**src/hdl/srbal_ram.sv**
```systemverilog
// generic single-write, single-read ram with registered read data
module srbal_ram #(
  parameter int WIDTH = 16,
  parameter int DEPTH = 256
) (
  input  logic                     clk,
  input  logic                     we,
  input  logic [$clog2(DEPTH)-1:0] waddr,
  input  logic [WIDTH-1:0]         wdata,
  input  logic                     re,
  input  logic [$clog2(DEPTH)-1:0] raddr,
  output logic [WIDTH-1:0]         rdata
);

  logic [WIDTH-1:0] mem [DEPTH];

  always_ff @(posedge clk) begin
    if (we) begin
      mem[waddr] <= wdata;
    end
    if (re) begin
      rdata <= mem[raddr];
    end
  end

endmodule

```
**config.mk**
```make
export PLATFORM = sky130hd
export DESIGN_NAME = srbal_ram
export DESIGN_NICKNAME = d
export VERILOG_FILES = /design/src/hdl/srbal_ram.sv
export SDC_FILE = /design/constraint.sdc
export NUM_CORES = 2
export LEC_CHECK = 0
export BUFFER_PORTS_ARGS = -buffer_cell sky130_fd_sc_hd__buf_2
export CAP_MARGIN = 0
export CORE_ASPECT_RATIO = 0.7
export CORE_MARGIN = 5
export CORE_UTILIZATION = 26
export CTS_CLUSTER_SIZE = 12
export DETAILED_ROUTE_END_ITERATION = 16
export RECOVER_POWER = 100
export SLEW_MARGIN = 20
export SYNTH_ARGS = -nofsm -noshare
export SYNTH_HDL_FRONTEND = slang
export SYNTH_SLANG_ARGS = --single-unit
```
**constraint.sdc**
```tcl
create_clock -name clk -period 5.1 [get_ports clk]
set_clock_uncertainty 0.15 [all_clocks]
set_input_delay 0.51 -clock clk [delete_from_list [all_inputs] [get_ports clk]]
set_output_delay 0.51 -clock clk [all_outputs]
set_load 0.02 [all_outputs]
```
# == After elaboration in Yosys (flattened, before gate mapping) ==
# Memory sizes are Yosys's and may differ from the RTL's. A register that Yosys moved wholly into a read port is not among the register bits.
# Index checks and enable logic that the tools add are counted.
# word_totals
n_memories,1
output_inout_bits,16
word_cells,3
register_bits,0
ramBits,4096
input_bits,35
# memory_table
name,words,width,rd,rd_clocked_by_memory_dff,wr,line,rtl
mem,256,16,1,1,1,15,logic [WIDTH-1:0] mem [DEPTH];
# classes
muxes,2
# ops
op,n
2-to-1 mux 1 bit,2

# == Longest topological paths before layout ==
# logic_depth
depth_word,2
depth_mapped,12
depth_no_buf,6

# == Least setup slack after synthesis ==
# Ideal clock, no wire load.
# synth_timing
path_kind,input-to-reg
start,input raddr[0]
end,"register rdata[4], read port of mem (data pin)"
arrival_time_ps,2494
n_path_buf,3
t_required_ps,4685
setup_slack_ps,2191
setup_ps,265
stages,8
path_cell_list,buf_6 > buf_6 > buf_2 > mux4_2 > mux4_2 > a22o_1 > o32ai_2 > nor4_2
# synth_lines
element,line,rtl
from (decl),11,"input logic [$clog2(DEPTH)-1:0] raddr,"
to (decl),12,output logic [WIDTH-1:0] rdata

# == Final worst setup path ==
# layout_timing
start,input wdata[10]
end,memory mem[5][10] (data pin)
# layout_lines
element,line,rtl
from (decl),9,"input logic [WIDTH-1:0] wdata,"
to (decl),15,
# No word-level cell before the write port.

==> reports/results.tsv <==
metric	value	unit
Unique masters post-synth	51	
Syn Nets	7395	
placed inst area	172000	µm²
Hold Path Class	in -> reg	
CP delay by family, top	buffers and inverters	
Slowest cell on crit path	clkbuf_2	
VDD IR max	278.4	µV
post-route antenna net violation count	0	
Remaining Overflow, GRT	0	
initial antenna violation count	51	
failing checks	capacitance limit, slew limit	
Startpoint Class	input port	
CTS Buf Count	394	
Setup TNS	0	ns
Mean Syn Cell Area	21.59	µm²
status	finished, violations left	
clock buffer depth	4	
die footprint	627000	µm²
Max Cap Viol	81	
Seq/Total Area, Yosys	0.7772	
cell area after layout	181400	µm²
# IOs	51	
CP Buf/Inv Count	2	
CTS root buf	clkbuf_16	
number of global-route vias before repair	79400	
Leak	0.05486	µW
min cycle time layout	4.461	ns
Cells after Synth	7360	
most frequent cells in the layout	edfxtp_1, mux4_2, mux2i_1	
peak fanout along the critical path	145	
Layout area overhead	14.19	%
XOR/XNOR Fraction of Synth Area	0	
highest attainable clock frequency	224.1	MHz
post-synthesis mux area share	0.1548	
cells resized by post-CTS repair	0	
Total Wirelength	444400	µm
Yosys warnings	0	
Synth Area in Compound Gates	0.03534	
worst slack at placement	0.3748	ns
Slew Viols, Final	2860	
Initial DRC Count	11840	
largest family of logic cells by synthesized area	multiplexers	
post-placement cell count	15620	
Hold Violations, Final	0	
vias per cell	5.003	
area leader, netlist	edfxtp_1	
first-pass GRT wire length	619900	µm
met1 WL	184400	µm
Cell Area, Synth	158900	µm²
largest net degree at the start of global routing	165	
Final HPWL DP	274900	µm
Post-synth EDFFs	4112	
Worst EP arrival	4.79	ns
period utilization	0.8748	
clk_lat worst skew	0.96	ns
crit path kind	in -> reg	
PwrDens	369.2	nW/µm²
chip width	944.3	µm
Routed met3 length	59630	µm
core outline area	609600	µm²
delay of the slowest critical-path stage	2.15	ns
CTS sink count	4112	
All-Layer GR Usage	0.1365	
Seq cells post-synth	4112	
final net count	7962	
Clock H-tree levels	5	
commonest non-fill, non-tap cell in the layout	edfxtp_1	
DRT Pass-1 Iters	6	
CTS tree	built	
die height	664.0	µm
Synth Area in Adders	0	
gp weighted congestion	0.8975	
share of synthesized flip-flops with an asynchronous set or reset	0	
Fillers	58540	
Top FF cell, synth	edfxtp_1	
simple-gate share of the synthesized area	0.01573	
slew margin rel.	-1.535	
Critical Path Sink Type	flop	
number of setup violations in the final report	0	
row count	240	
met2 wire len	189000	µm
Clock transition at path regs	0.06	ns
final setup margin	0.6385	ns
Initial Util	0.2606	
share of post-route cells with drive strength above 1	0.2085	
unrepaired setup endpoints after global routing	no	
Avg WL per Cell	27.52	µm
Non-Filler Instances	16150	
Max Used Layer	met5	
synth top area cells	edfxtp_1, mux4_2, mux2i_1, o221ai_1, nor2_1	
via count	80780	
post-synth top area share	0.7772	
Worst Tran Pin Value	3.803	ns
Critical Path RT	5.42	ns
DR DRC count	0	
worst path cell trace	clkbuf_2 > clkbuf_4	
PortBufs	50	
-- per-stage QoR --
stage,hold WS [ns],utilization,total power (µW)
floorplan,0.4589,-,39870
global placement,0.6928,0.2820,41560
detailed placement,0.7002,0.2822,41640
CTS,0.01729,0.2999,67410
global route,0.3054,0.2976,69020
finish,0.3399,0.2976,66990
-- where the power goes --
group / internal, µW / total [µW] / switching [µW] / leakage [µW]
logic: 1190 / 3580 / 2390 / 0.0127
clock network: 14200 / 26000 / 11900 / 0.00520
registers: 37300 / 37400 / 50.1 / 0.0370
-- sequential cells by signal (all words and copies together), names as in the netlist --
register	count
mem	4096
rdata	16
-- repair_timing --
item / in CTS / in global routing
endpoints found under the hold margin: 758 / 0
endpoints found under the setup margin: 0 / 0
hold buffers: 16 / 0
buffers inserted: 0 / 0
-- area by class of cell --
cell class / count / area (µm²) / area share
Sequential cell: 4112 / 123500 / 0.6806
Inverter: 4 / 27.53 / 0.0001517
Clock buffer: 450 / 10220 / 0.05632
Tap cell: 8107 / 10140 / 0.05591
Multi-Input combinational cell: 2792 / 32910 / 0.1814
Antenna cell: 16 / 40.04 / 0.0002207
Timing Repair Buffer: 623 / 4187 / 0.02308
Clock inverter: 43 / 419.2 / 0.002310
-- cell families after synthesis --
kind of cell / count (synthesis)
AO/OA/AOI/OAI: 786
buffers and inverters: 456
flip-flops: 4112
multiplexers: 1450
AND/OR/NAND/NOR: 556
-- synth_stat cells (4+ instances only) --
cell type / n
a2111oi_0: 6
a211oi_1: 18
a21oi_1: 175
a221oi_1: 28
a22o_1: 32
a22oi_1: 43
a31oi_1: 6
and3_1: 11
buf_1: 27
buf_12: 5
buf_2: 76
buf_4: 26
buf_6: 77
buf_8: 11
clkbuf_1: 230
edfxtp_1: 4112
mux2_2: 88
mux2i_1: 565
mux4_2: 797
nand2_1: 38
nand3_1: 35
nand4_1: 26
nor2_1: 304
nor2b_1: 9
nor3_1: 92
nor4_1: 17
o21ai_0: 37
o221ai_1: 252
o22ai_1: 148
o31ai_1: 16
o32ai_1: 20
or2_2: 4
-- routing by layer --
layer  vias to the layer above  global-route usage
li1                      32250                   -
met1                     43170              0.1978
met2                      4688              0.1940
met3                       671             0.04903
met4                         6             0.03343
met5                         -            0.001527
-- path summary, 6_finish.rpt --
kind,endpoint,from,slack (ns),cells after the start
hold reg to reg,rdata[10],mem[235][10],1.06,6
setup reg to reg,rdata[5],mem[63][5],1.82,6
hold / removal,mem[55][12],waddr[4],0.34,4
setup / recovery,mem[5][10],wdata[10],0.64,2
(Power assumes the default switching activity.)
