File: src/hdl/srbal_pkg.sv
// shared types and constants for the scan ring buffer with angle lookup
package srbal_pkg;

  localparam int DEFAULT_SCAN_SLOTS      = 8;
  localparam int DEFAULT_VALUES_PER_SLOT = 256;

  localparam int DIST_W     = 16;
  localparam int POS_W      = 8;
  localparam int STEP_W     = 8;
  localparam int ANGLE_W    = 13;
  localparam int ACT_W      = 2;
  localparam int STATUS_W   = 2;
  localparam int IN_DATA_W  = 32;
  localparam int OUT_DATA_W = 16;
  localparam int DIV_W      = 8;

  // full sweep in whole degrees and in q8.4 degrees
  localparam logic [DIV_W-1:0]          FULL_SCAN_DEG = 8'd180;
  localparam logic signed [ANGLE_W-1:0] ANGLE_MAX_Q4  = 13'sd2880;

  typedef enum logic [ACT_W-1:0] {
    ACT_PUSH  = 2'd0,
    ACT_POP   = 2'd1,
    ACT_CLEAR = 2'd2,
    ACT_QUERY = 2'd3
  } action_t;

  typedef enum logic [STATUS_W-1:0] {
    ST_OK    = 2'd0,
    ST_EMPTY = 2'd1,
    ST_RANGE = 2'd2
  } status_t;

endpackage

File: src/hdl/srbal_div.sv
// iterative restoring divider, one quotient bit per cycle
module srbal_div (
  input  logic                       clk,
  input  logic                       rst_n,
  input  logic                       start,
  input  logic [srbal_pkg::DIV_W-1:0] dividend,
  input  logic [srbal_pkg::DIV_W-1:0] divisor,
  output logic [srbal_pkg::DIV_W-1:0] quotient,
  output logic                       done
);
  import srbal_pkg::*;

  localparam int CNT_W = $clog2(DIV_W);

  logic             busy_r, busy_nxt;
  logic             done_r, done_nxt;
  logic [CNT_W-1:0] cnt_r, cnt_nxt;
  logic [DIV_W-1:0] quo_r, quo_nxt;
  logic [DIV_W-1:0] rem_r, rem_nxt;
  logic [DIV_W-1:0] dvs_r, dvs_nxt;
  logic [DIV_W:0]   rem_sh;
  logic             fits;

  always_comb begin
    busy_nxt = busy_r;
    done_nxt = 1'b0;
    cnt_nxt  = cnt_r;
    quo_nxt  = quo_r;
    rem_nxt  = rem_r;
    dvs_nxt  = dvs_r;
    rem_sh   = {rem_r, quo_r[DIV_W-1]};
    fits     = rem_sh >= {1'b0, dvs_r};
    if (start) begin
      busy_nxt = 1'b1;
      cnt_nxt  = '0;
      quo_nxt  = dividend;
      rem_nxt  = '0;
      dvs_nxt  = divisor;
    end else if (busy_r) begin
      quo_nxt = {quo_r[DIV_W-2:0], fits};
      rem_nxt = fits ? DIV_W'(rem_sh - {1'b0, dvs_r}) : rem_sh[DIV_W-1:0];
      cnt_nxt = cnt_r + 1'b1;
      if (cnt_r == CNT_W'(DIV_W - 1)) begin
        busy_nxt = 1'b0;
        done_nxt = 1'b1;
      end
    end
  end

  always_ff @(posedge clk) begin
    if (!rst_n) begin
      busy_r <= 1'b0;
      done_r <= 1'b0;
      cnt_r  <= '0;
    end else begin
      busy_r <= busy_nxt;
      done_r <= done_nxt;
      cnt_r  <= cnt_nxt;
    end
    quo_r <= quo_nxt;
    rem_r <= rem_nxt;
    dvs_r <= dvs_nxt;
  end

  assign quotient = quo_r;
  assign done     = done_r;

endmodule

File: config.mk
export PLATFORM = sky130hd
export DESIGN_NAME = srbal_div
export DESIGN_NICKNAME = d
export VERILOG_FILES = /design/src/hdl/srbal_pkg.sv /design/src/hdl/srbal_div.sv
export SDC_FILE = /design/constraint.sdc
export NUM_CORES = 1
export LEC_CHECK = 0
export BUFFER_PORTS_ARGS = -buffer_cell sky130_fd_sc_hd__clkbuf_2
export CORE_ASPECT_RATIO = 1.5
export CORE_MARGIN = 4
export CORE_UTILIZATION = 40
export CTS_CLUSTER_DIAMETER = 120
export DETAILED_ROUTE_END_ITERATION = 6
export GPL_TIMING_DRIVEN = 0
export MAX_ROUTING_LAYER = met4
export PLACE_DENSITY = 0.64
export SETUP_SLACK_MARGIN = 0.3
export SLEW_MARGIN = 20
export SYNTH_ARGS = -nofsm -noshare
export SYNTH_HDL_FRONTEND = slang
export SYNTH_SLANG_ARGS = --single-unit
File: constraint.sdc
create_clock -name clk -period 4.5 [get_ports clk]
set_input_delay 0.45 -clock clk [delete_from_list [all_inputs] [get_ports clk]]
set_output_delay 0.45 -clock clk [all_outputs]
set_load 0.01 [all_outputs]
Yosys cells after proc, flatten, opt, wreduce, memory -nomap -nowiden:

Index checks and enable logic that the tools add are counted.

* logic and storage cells: 22
* flip-flop bits (word level): 29
* output and inout bits: 9

* bitwise logic cells: 2
* multiplexer cells: 7
* add/subtract/negate cells: 2
* order comparisons: 1
* reductions and logical operators: 3
* equal/unequal tests: 1

Operators by type and width (number)
* $mux W8: 3
* $ge A9 B8 Y1: 1
* $sub A8 B8 Y8: 1
* $mux W1: 4
* $add A3 B1 Y3 const B: 1
* $eq A3 B3 Y1 const B: 1
* $reduce_or A3 Y1: 1
* $not A1 Y1: 2
* $reduce_bool A2 Y1: 1
* $reduce_or A2 Y1: 1

Depth between registers and ports, before layout:

Gate-level depths: netlist of run 1.

* depth in word-level cells: 4
* mapped depth: 8

Worst setup path after synthesis of run 1:

No wires, ideal clock.

* path kind: reg2reg
* from: register quo_r[7] (netlist: quotient[7])
* to: register rem_r[0]
* setup time: 0.095 ns
* stages on the path, launching flop included: 8
* arrival time: 1.859 ns
* buffers on the path: 0
* data required time: 4.405 ns
* slack: 2.546 ns
* path through: edfxtp_1 -> inv_1 -> ha_1 -> or2b_1 -> a31oi_4 -> o21ai_4 -> or4_1 -> o311ai_1

* longest elaborated chain between the ends: 2
* elaborated cells on any way between the ends: 3
* classes of those cells: add/sub: 1; order compare: 1; mux: 1

RTL lines
* start: declaration: line srbal_div.sv:18 `logic [DIV_W-1:0] quo_r, quo_nxt;`
* start signal: assignment: line srbal_div.sv:60 `quo_r <= quo_nxt;`
* $sub A8 B8 Y8 or $ge A9 B8 Y1 (tied branches): line srbal_div.sv:41, srbal_div.sv:32
* $mux W8 *: line srbal_div.sv:41 `rem_nxt = fits ? DIV_W'(rem_sh - {1'b0, dvs_r}) : rem_sh[DIV_W-1:0];`
* end signal: assignment: line srbal_div.sv:61 `rem_r <= rem_nxt;`
* end: declaration: line srbal_div.sv:19 `logic [DIV_W-1:0] rem_r, rem_nxt;`

Mark *: on every way between the ends. The rest lies on a longest branch, timed or not.
A chain may end at the register's enable or synchronous reset.

Final worst setup path of run 1:

* from: register quo_r[7] (netlist: quotient[7])
* to: register rem_r[4]

The elaborated chain is that of the path after synthesis.

==> out/qor.yml, run 1 <==
status:
  status: "finished, final reports clean"
sta:
  whs_ns: 0.3400
  finalHoldViolations: 0
  finalCriticalPeriod_ns: 2.128
  tightestPinTransition_ns: 0.3327
  setup-tns-final_ns: 0
  rsz0062_at_grt: "false"
  fmax_mhz: 469.9
  final-setup-viol-count: 0
  worst_slack_ns: 2.372
  relSlewSlack_pct: 77.82
  fin_skew_ns: 0.004596
  fin_crit_sh_pct: 47.29
  drv_slew: 0
power:
  peakVddDrop_mv: 0.2630
  p_leak_nw: 0.8190
  power_mw: 0.6909
  powerDensity_nw_per_um2: 356.9
clock_network:
  cts_tree: "done"
  cts_setup_buffers: 0
  cts_made_buffers: 5
  path_clk_slew_ns: 0.06
  cts_num_sinks: 29
  clockRootBuffer: "clkbuf_8"
  clkLatencyLatePin_ns: 0.28
  clock_path_buffers: 2
  post_cts_resized: 0
  h-tree-depth: 2
  cts_hold_buf: 0
die:
  dieArea_um2: 5278
  io-pin-count: 28
  die_h_um: 87.00
  initial_utilization_pct: 41.67
  die_w_um: 60.67
  core_um2: 3994
  rows: 28
synth:
  synth-seq-cells: 29
  synthDistinctLibCells: 48
  yosysWarnings: 0
  netlist_area_um2: 1664
  ys_seq_area_share_pct: 44.51
  synth_nets: 181
  syn-instance-count: 151
  syn_area_per_cell_um2: 11.02
worst_setup_path:
  startpoint: "quotient[7]$_DFFE_PP_"
  endpoint_kind: "flop"
  crit_chain: "inv_1 > ha_1 > fa_1 > nor2b_1 > o22a_1 > xor2_1 > o21ai_1 > a311oi_1"
  critPathMaxStageDelay_ns: 0.42
  crit_fanout: 3
  crit_type: "reg2reg"
  critical_path.reg2reg.startpoint: "quotient[7]$_DFFE_PP_"
  cp_slowest_cell: "fa_1"
  reg2reg_to: "rem_r[4]$_SDFFE_PP0P_"
  worst-path-stages: 8
  cp.required_ns: 4.70
  reg2regPathDepth: 8
  crit_family: "adder cells"
  arrival_ns: 2.32
  crit_buf_inv: 1
  r2r_slack_ns: 2.37
  cp-start-kind: "flop"
cells_and_area:
  antennaDiodeCount: 0
  drive_above_1_share_pct: 29.57
  mostFrequentLayoutCell: "clkbuf_2"
  nNetsFinal: 215
  layout_common_cells: "27 x clkbuf_2, 16 x edfxtp_1, 15 x inv_1"
  syn2layout_area_growth_pct: 16.32
  stdcell_count: 231
  fillCellCount: 389
global_route:
  grt_util_all_layers_pct: 16.11
  grt_pass1_vias: 1333
  grt_start_max_net_pins: 14
  grt_pass1_wl_um: 6161
  grt.overflow.total: 0
  antenna_found_initial: 0
flow_run:
  drv_cap: 0
drt:
  vias: 1232
  wl_um: 3545
  drtIter0Drc: 35
  avgViaCountPerCell: 5.333
  first_pass_iters: 4
  ant_nets: 0
  post-route-drc-count: 0
  wl_per_cell_um: 15.35
place:
  dp_hpwl_um: 2747
  place_congestion: 0.8260
  dp_cells: 223
  io_buffers: 27
  post-place-ws_ns: 2.408
worst_hold_path:
  hold_path_class: "in2reg"
  holdPathEnd: "dvs_r[3]$_DFFE_PP_"
  min_delay_path_depth: 1
  holdCritStartpoint: "divisor[3]"
state kept, by name, indices dropped and copies added, names as in the netlist:
name      flops
dvs_r         8
quotient      8
rem_r         8
cnt_r         3
busy_r        1
done          1
area by class of cell:
cell class | count | area (um^2) | area share (%)
repair buffers | 27 | 135.1 | 6.981
well taps | 45 | 56.30 | 2.909
multi-input cells | 103 | 822.0 | 42.47
inverters | 15 | 56.30 | 2.909
flip-flops and latches | 29 | 740.7 | 38.27
clock inverters | 1 | 3.754 | 0.1939
plain buffers | 4 | 45.04 | 2.327
clock buffers | 7 | 76.32 | 3.943
worst max path at each step:
stage | end | slack [ns]
2_1_floorplan | rem_r[0]$_SDFFE_PP0P_ | 2.55
3_3_place_gp | rem_r[4]$_SDFFE_PP0P_ | 2.43
3_5_place_dp | rem_r[4]$_SDFFE_PP0P_ | 2.41
4_1_cts | rem_r[4]$_SDFFE_PP0P_ | 2.36
5_1_grt | rem_r[4]$_SDFFE_PP0P_ | 2.17
6_report | rem_r[4]$_SDFFE_PP0P_ | 2.37
power breakdown:
group	internal, mW	leakage [nW]	switching (mW)
Combinational	0.0771	0.514	0.0930
Sequential	0.305	0.265	0.0131
Clock	0.107	0.0399	0.0954
Total	0.489	0.819	0.202
metrics by stage:
stage          util (%)  instance area (um^2)
2_1_floorplan         -                  1664
3_3_place_gp      46.46                  1856
4_1_cts           48.46                  1936
5_1_grt           48.46                  1936
3_5_place_dp      46.46                  1856
6_report          48.46                  1936
per-layer routing:
| metal | global-route usage, % | wire length [um] |
|---|---|---|
| met5 | - | 0 |
| met4 | 6.509 | 55 |
| met3 | 2.671 | 110 |
| met2 | 29.02 | 1985 |
| met1 | 16.74 | 1394 |
logic make-up (layout without fill, tap and decap cells):
group                    count (synthesis)  after routing  share of synthesized area (%)
multiplexers                            10             10                          6.542
XOR/XNOR                                 6              6                          3.158
adder cells (fa/ha/maj)                 11             11                          8.722
flip-flops                              29             29                          44.51
AO/OA/AOI/OAI                           32             32                          16.69
buffers and inverters                   19             54                          6.090
AND/OR/NAND/NOR                         44             44                          14.29
synth_stat cells, drive strengths merged:
cell type	number	area share, %
a211o	2	1.1
a211oi	1	0.75
a21o	1	0.45
a21oi	3	1.1
a311o	2	1.3
a311oi	3	1.6
a31oi	2	1.7
a32oi	1	0.53
a41oi	1	0.53
and2	1	0.45
and3	1	0.38
buf	4	2.7
dfxtp	13	16
edfxtp	16	29
fa	1	1.2
ha	10	7.5
inv	15	3.4
mux2	7	4.7
mux2i	3	1.8
nand2	7	1.6
nand2b	4	1.5
nand3	3	0.90
nor2	13	3.1
nor2b	4	1.5
nor3	1	0.30
nor3b	2	0.90
o2111a	1	0.68
o21a	3	1.8
o21ai	7	2.8
o221ai	1	0.53
o22a	1	0.53
o311ai	1	0.53
o31ai	2	0.90
or2	2	0.75
or2b	1	0.45
or3	2	1.1
or3b	1	0.53
or4	2	0.90
xnor2	5	2.6
xor2	1	0.53
Note: power is estimated with default switching activity, not from simulation.
==> run 2: changes to the inputs <==
--- a/config.mk
+++ b/config.mk
@@ -5,6 +5,7 @@
 export SDC_FILE = /design/constraint.sdc
 export NUM_CORES = 1
 export LEC_CHECK = 0
+export ABC_AREA = 1
 export BUFFER_PORTS_ARGS = -buffer_cell sky130_fd_sc_hd__clkbuf_2
 export CORE_ASPECT_RATIO = 1.5
 export CORE_MARGIN = 4
@@ -13,7 +14,7 @@
 export DETAILED_ROUTE_END_ITERATION = 6
 export GPL_TIMING_DRIVEN = 0
 export MAX_ROUTING_LAYER = met4
-export PLACE_DENSITY = 0.64
+export PLACE_DENSITY = 0.66
 export SETUP_SLACK_MARGIN = 0.3
 export SLEW_MARGIN = 20
 export SYNTH_ARGS = -nofsm -noshare
==> constraint.sdc (replaced) <==
create_clock -name clk -period 1.8 [get_ports clk]
set_input_delay 0.18 -clock clk [delete_from_list [all_inputs] [get_ports clk]]
set_output_delay 0.18 -clock clk [all_outputs]
set_load 0.01 [all_outputs]
==> run 2 against run 1 <==
  * Clock-buffer cell count fell by 1
  * Wire length rose by 6.0%
  * Clock skew rose by 0.0026 ns
==> out/qor.yml, run 2 <==
sta:
  rsz0062_at_grt: "true"
  fin_skew_ns: 0.007219  # +0.002623 ns
  final-setup-viol-count: 0  # unchanged
  whs_ns: 0.07035  # -0.2696 ns
  drv_slew: 0  # unchanged
  fin_crit_sh_pct: 92.58  # +45 points
  fmax_mhz: 600.1  # +28%
  worst_slack_ns: 0.1336  # -2.238 ns
  relSlewSlack_pct: 68.21  # -9.6 points
  tightestPinTransition_ns: 0.4763  # +0.1436 ns
  setup-tns-final_ns: 0  # unchanged
  finalHoldViolations: 0  # unchanged
  finalCriticalPeriod_ns: 1.666  # -0.4616 ns
die:
  dieArea_um2: 5278  # unchanged
  initial_utilization_pct: 41.67  # unchanged
  die_w_um: 60.67  # unchanged
  rows: 28  # unchanged
  io-pin-count: 28  # unchanged
  core_um2: 3994  # unchanged
  die_h_um: 87.00  # unchanged
global_route:
  antenna_found_initial: 0  # unchanged
  grt.overflow.total: 0  # unchanged
  grt_util_all_layers_pct: 17.13  # +1.0 points
  grt_start_max_net_pins: 11  # -3
  grt_pass1_vias: 1423  # +6.8%
  grt_pass1_wl_um: 6396  # +3.8%
cells_and_area:
  antennaDiodeCount: 0  # unchanged
  post-route-util_pct: 56.05  # +7.6 points
  syn2layout_area_growth_pct: 34.51
  final_area_um2: 2238  # +16%
  stdcell_count: 297  # +29%
  drive_above_1_share_pct: 38.89  # +9.3 points
  layout_common_cells: "64 x nand2_1, 27 x clkbuf_2, 19 x inv_1"
  mostFrequentLayoutCell: "nand2_1"
  nNetsFinal: 281  # +31%
worst_setup_path:
  r2r_slack_ns: 0.13  # -2.24 ns
  crit_fanout: 8  # +5
  startpoint: "dvs_r[5]$_DFFE_PP_"
  arrival_ns: 1.84  # -0.48 ns
  reg2regPathDepth: 12  # +4
  cp_slowest_cell: "edfxtp_1"
  crit_chain: "inv_2 > ha_4 > buf_6 > nand2_2 > nor2_4 > nand3b_1 > and2_4 > buf_8 > nand2_8 > nand2_2 > nand3_2 > nand2_2"
  reg2reg_to: "rem_r[4]$_SDFFE_PP0P_"
  cp.required_ns: 1.98  # -2.72 ns
  crit_type: "reg2reg"
  endpoint_kind: "flop"
  crit_top_cell: "nand2_2"
  critPathMaxStageDelay_ns: 0.34  # -0.08 ns
  critical_path.reg2reg.startpoint: "dvs_r[5]$_DFFE_PP_"
  cp-start-kind: "flop"
clock_network:
  clockRootBuffer: "clkbuf_8"
  path_clk_slew_ns: 0.07  # about the same
  cts_tree: "done"
  cts_num_sinks: 29  # unchanged
  h-tree-depth: 2  # unchanged
  clkLatencyLatePin_ns: 0.28  # about the same
  clock_path_buffers: 2  # unchanged
  cts_made_buffers: 5  # unchanged
  cts_hold_buf: 0  # unchanged
synth:
  netlist_area_um2: 1664  # unchanged
  syn-instance-count: 202  # +34%
  synthAdderAreaFrac_pct: 8.722  # unchanged
  synth-async-reset-ratio_pct: 0  # unchanged
  yosysWarnings: 0  # unchanged
  ys_seq_area_share_pct: 44.51  # unchanged
  synth_top_cell_by_area: "edfxtp_1"
  synthDistinctLibCells: 29  # -40%
  yosysMostFrequentCell: "nand2_1"
  synth_xor_area_share_pct: 2.105  # -1.1 points
  synth-seq-cells: 29  # unchanged
  synth_compound_area_share_pct: 2.331  # -14 points
  synthTopCellsByCount: "68 x nand2_1, 27 x inv_1, 16 x edfxtp_1, 16 x nand3_1, 13 x dfxtp_1"
  synth_nets: 232  # +28%
  yosys.area_share.simple_pct: 34.36  # +20 points
  synth_top_family_by_area: "simple AND/OR/NAND/NOR gates"
  synth.area.mux_share_pct: 0  # -6.5 points
  yosys.area.top_type_share_pct: 28.87  # unchanged
  ys.flop_type: "edfxtp_1"
  synth.area.top_cells: "edfxtp_1 29%, dfxtp_1 16%, nand2_1 15%, ha_1 7.5%, inv_1 6.1%"
  synth_edf_count: 16  # unchanged
  syn_area_per_cell_um2: 8.238  # -25%
place:
  place_area_um2: 1904  # +2.6%
  dp_cells: 274  # +23%
  place_congestion: 0.8384  # +1.5%
  io_buffers: 27  # unchanged
  post-place-ws_ns: -0.1204  # -2.528 ns
  dp_hpwl_um: 2459  # -10%
drt:
  vias: 1435  # +16%
  wl_um: 3759  # +6.0%
  wl_per_cell_um: 12.66  # -18%
  first_pass_iters: 6  # +2
  drtIter0Drc: 34  # -2.9%
  post-route-drc-count: 0  # unchanged
  ant_nets: 0  # unchanged
  avgViaCountPerCell: 4.832  # -9.4%
status:
  status: "finished, final reports clean"
worst_hold_path:
  min_delay_path_depth: 1  # unchanged
  holdPathEnd: "dvs_r[0]$_DFFE_PP_"
  hold_path_class: "in2reg"
  holdCritStartpoint: "divisor[0]"
power:
  peakVddDrop_mv: 0.6732  # +160%
  power_mw: 1.726  # +150%
  powerDensity_nw_per_um2: 771.3  # +120%
  p_leak_nw: 1.093  # +33%
flow_run:
  drv_cap: 0  # unchanged
[run 2: changes by cell type after synthesis, moves of 7 or more]
cell      before  now
nand3_1        3   16
inv_1         15   27
nand2_1        7   68
nand3b_1       0    7
nand2_2        0    9
mux2_2         7    0
[run 2: cell type report]
class | instances | area, um^2
Multi-Input combinational cell | 142 | 969.7
Fill cell | 371 | 1755
Sequential cell | 29 | 740.7
Clock buffer | 6 | 82.58
Tap cell | 45 | 56.30
Buffer | 3 | 31.28
Inverter | 29 | 108.9
Clock inverter | 2 | 8.758
Timing Repair Buffer | 41 | 240.2
[run 2: worst max path at each step]
stage | to | slack (ns)
final | rem_r[4]$_SDFFE_PP0P_ | 0.13
after global routing | rem_r[7]$_SDFFE_PP0P_ | 0.03
after CTS | rem_r[5]$_SDFFE_PP0P_ | 0.15
after detailed placement | quotient[4]$_DFFE_PP_ | -0.12
after global placement | quotient[4]$_DFFE_PP_ | -0.13
after floorplan | rem_r[4]$_SDFFE_PP0P_ | 0.21
[run 2: where the power goes]
part           switching, mW  internal, mW
logic                  0.219         0.184
registers             0.0287         0.750
clock network          0.243         0.302
total                  0.491          1.24
[run 2: cells by family after synthesis]
kind of cell | count (synthesis)
xor gates and xnor gates | 4
AOI/OAI and AO/OA | 7
buffers and inverters | 32
DFF | 29
adders and majority gates | 11
and+or+nand+nor | 119
[run 2: worst max-delay path, delay by kind of cell, from the launching register on]
kind	cells	cell delay, ns
fa+ha+maj	1	0.26
flops	1	0.34
buf+inv	3	0.28
simple gates	8	0.67
[run 2: what timing repair did]
| action | in CTS | in global routing |
|---|---|---|
| gates cloned | 2 | 0 |
| endpoints found under the hold margin | 0 | 0 |
| pin swaps | 10 | 13 |
| setup buffers | 9 | 4 |
| gates resized for setup | 14 | 18 |
| setup endpoints to repair | 17 | 10 |
[run 2: routing by layer]
metal | global-route usage, % | vias to the layer above | part of all wire, %
met1 | 18.46 | 651 | 40
met3 | 4.154 | 14 | 2.8
met2 | 26.87 | 24 | 53
met4 | 11.83 | 0 | 4.3
li1 | - | 746 | -
met5 | - | - | 0
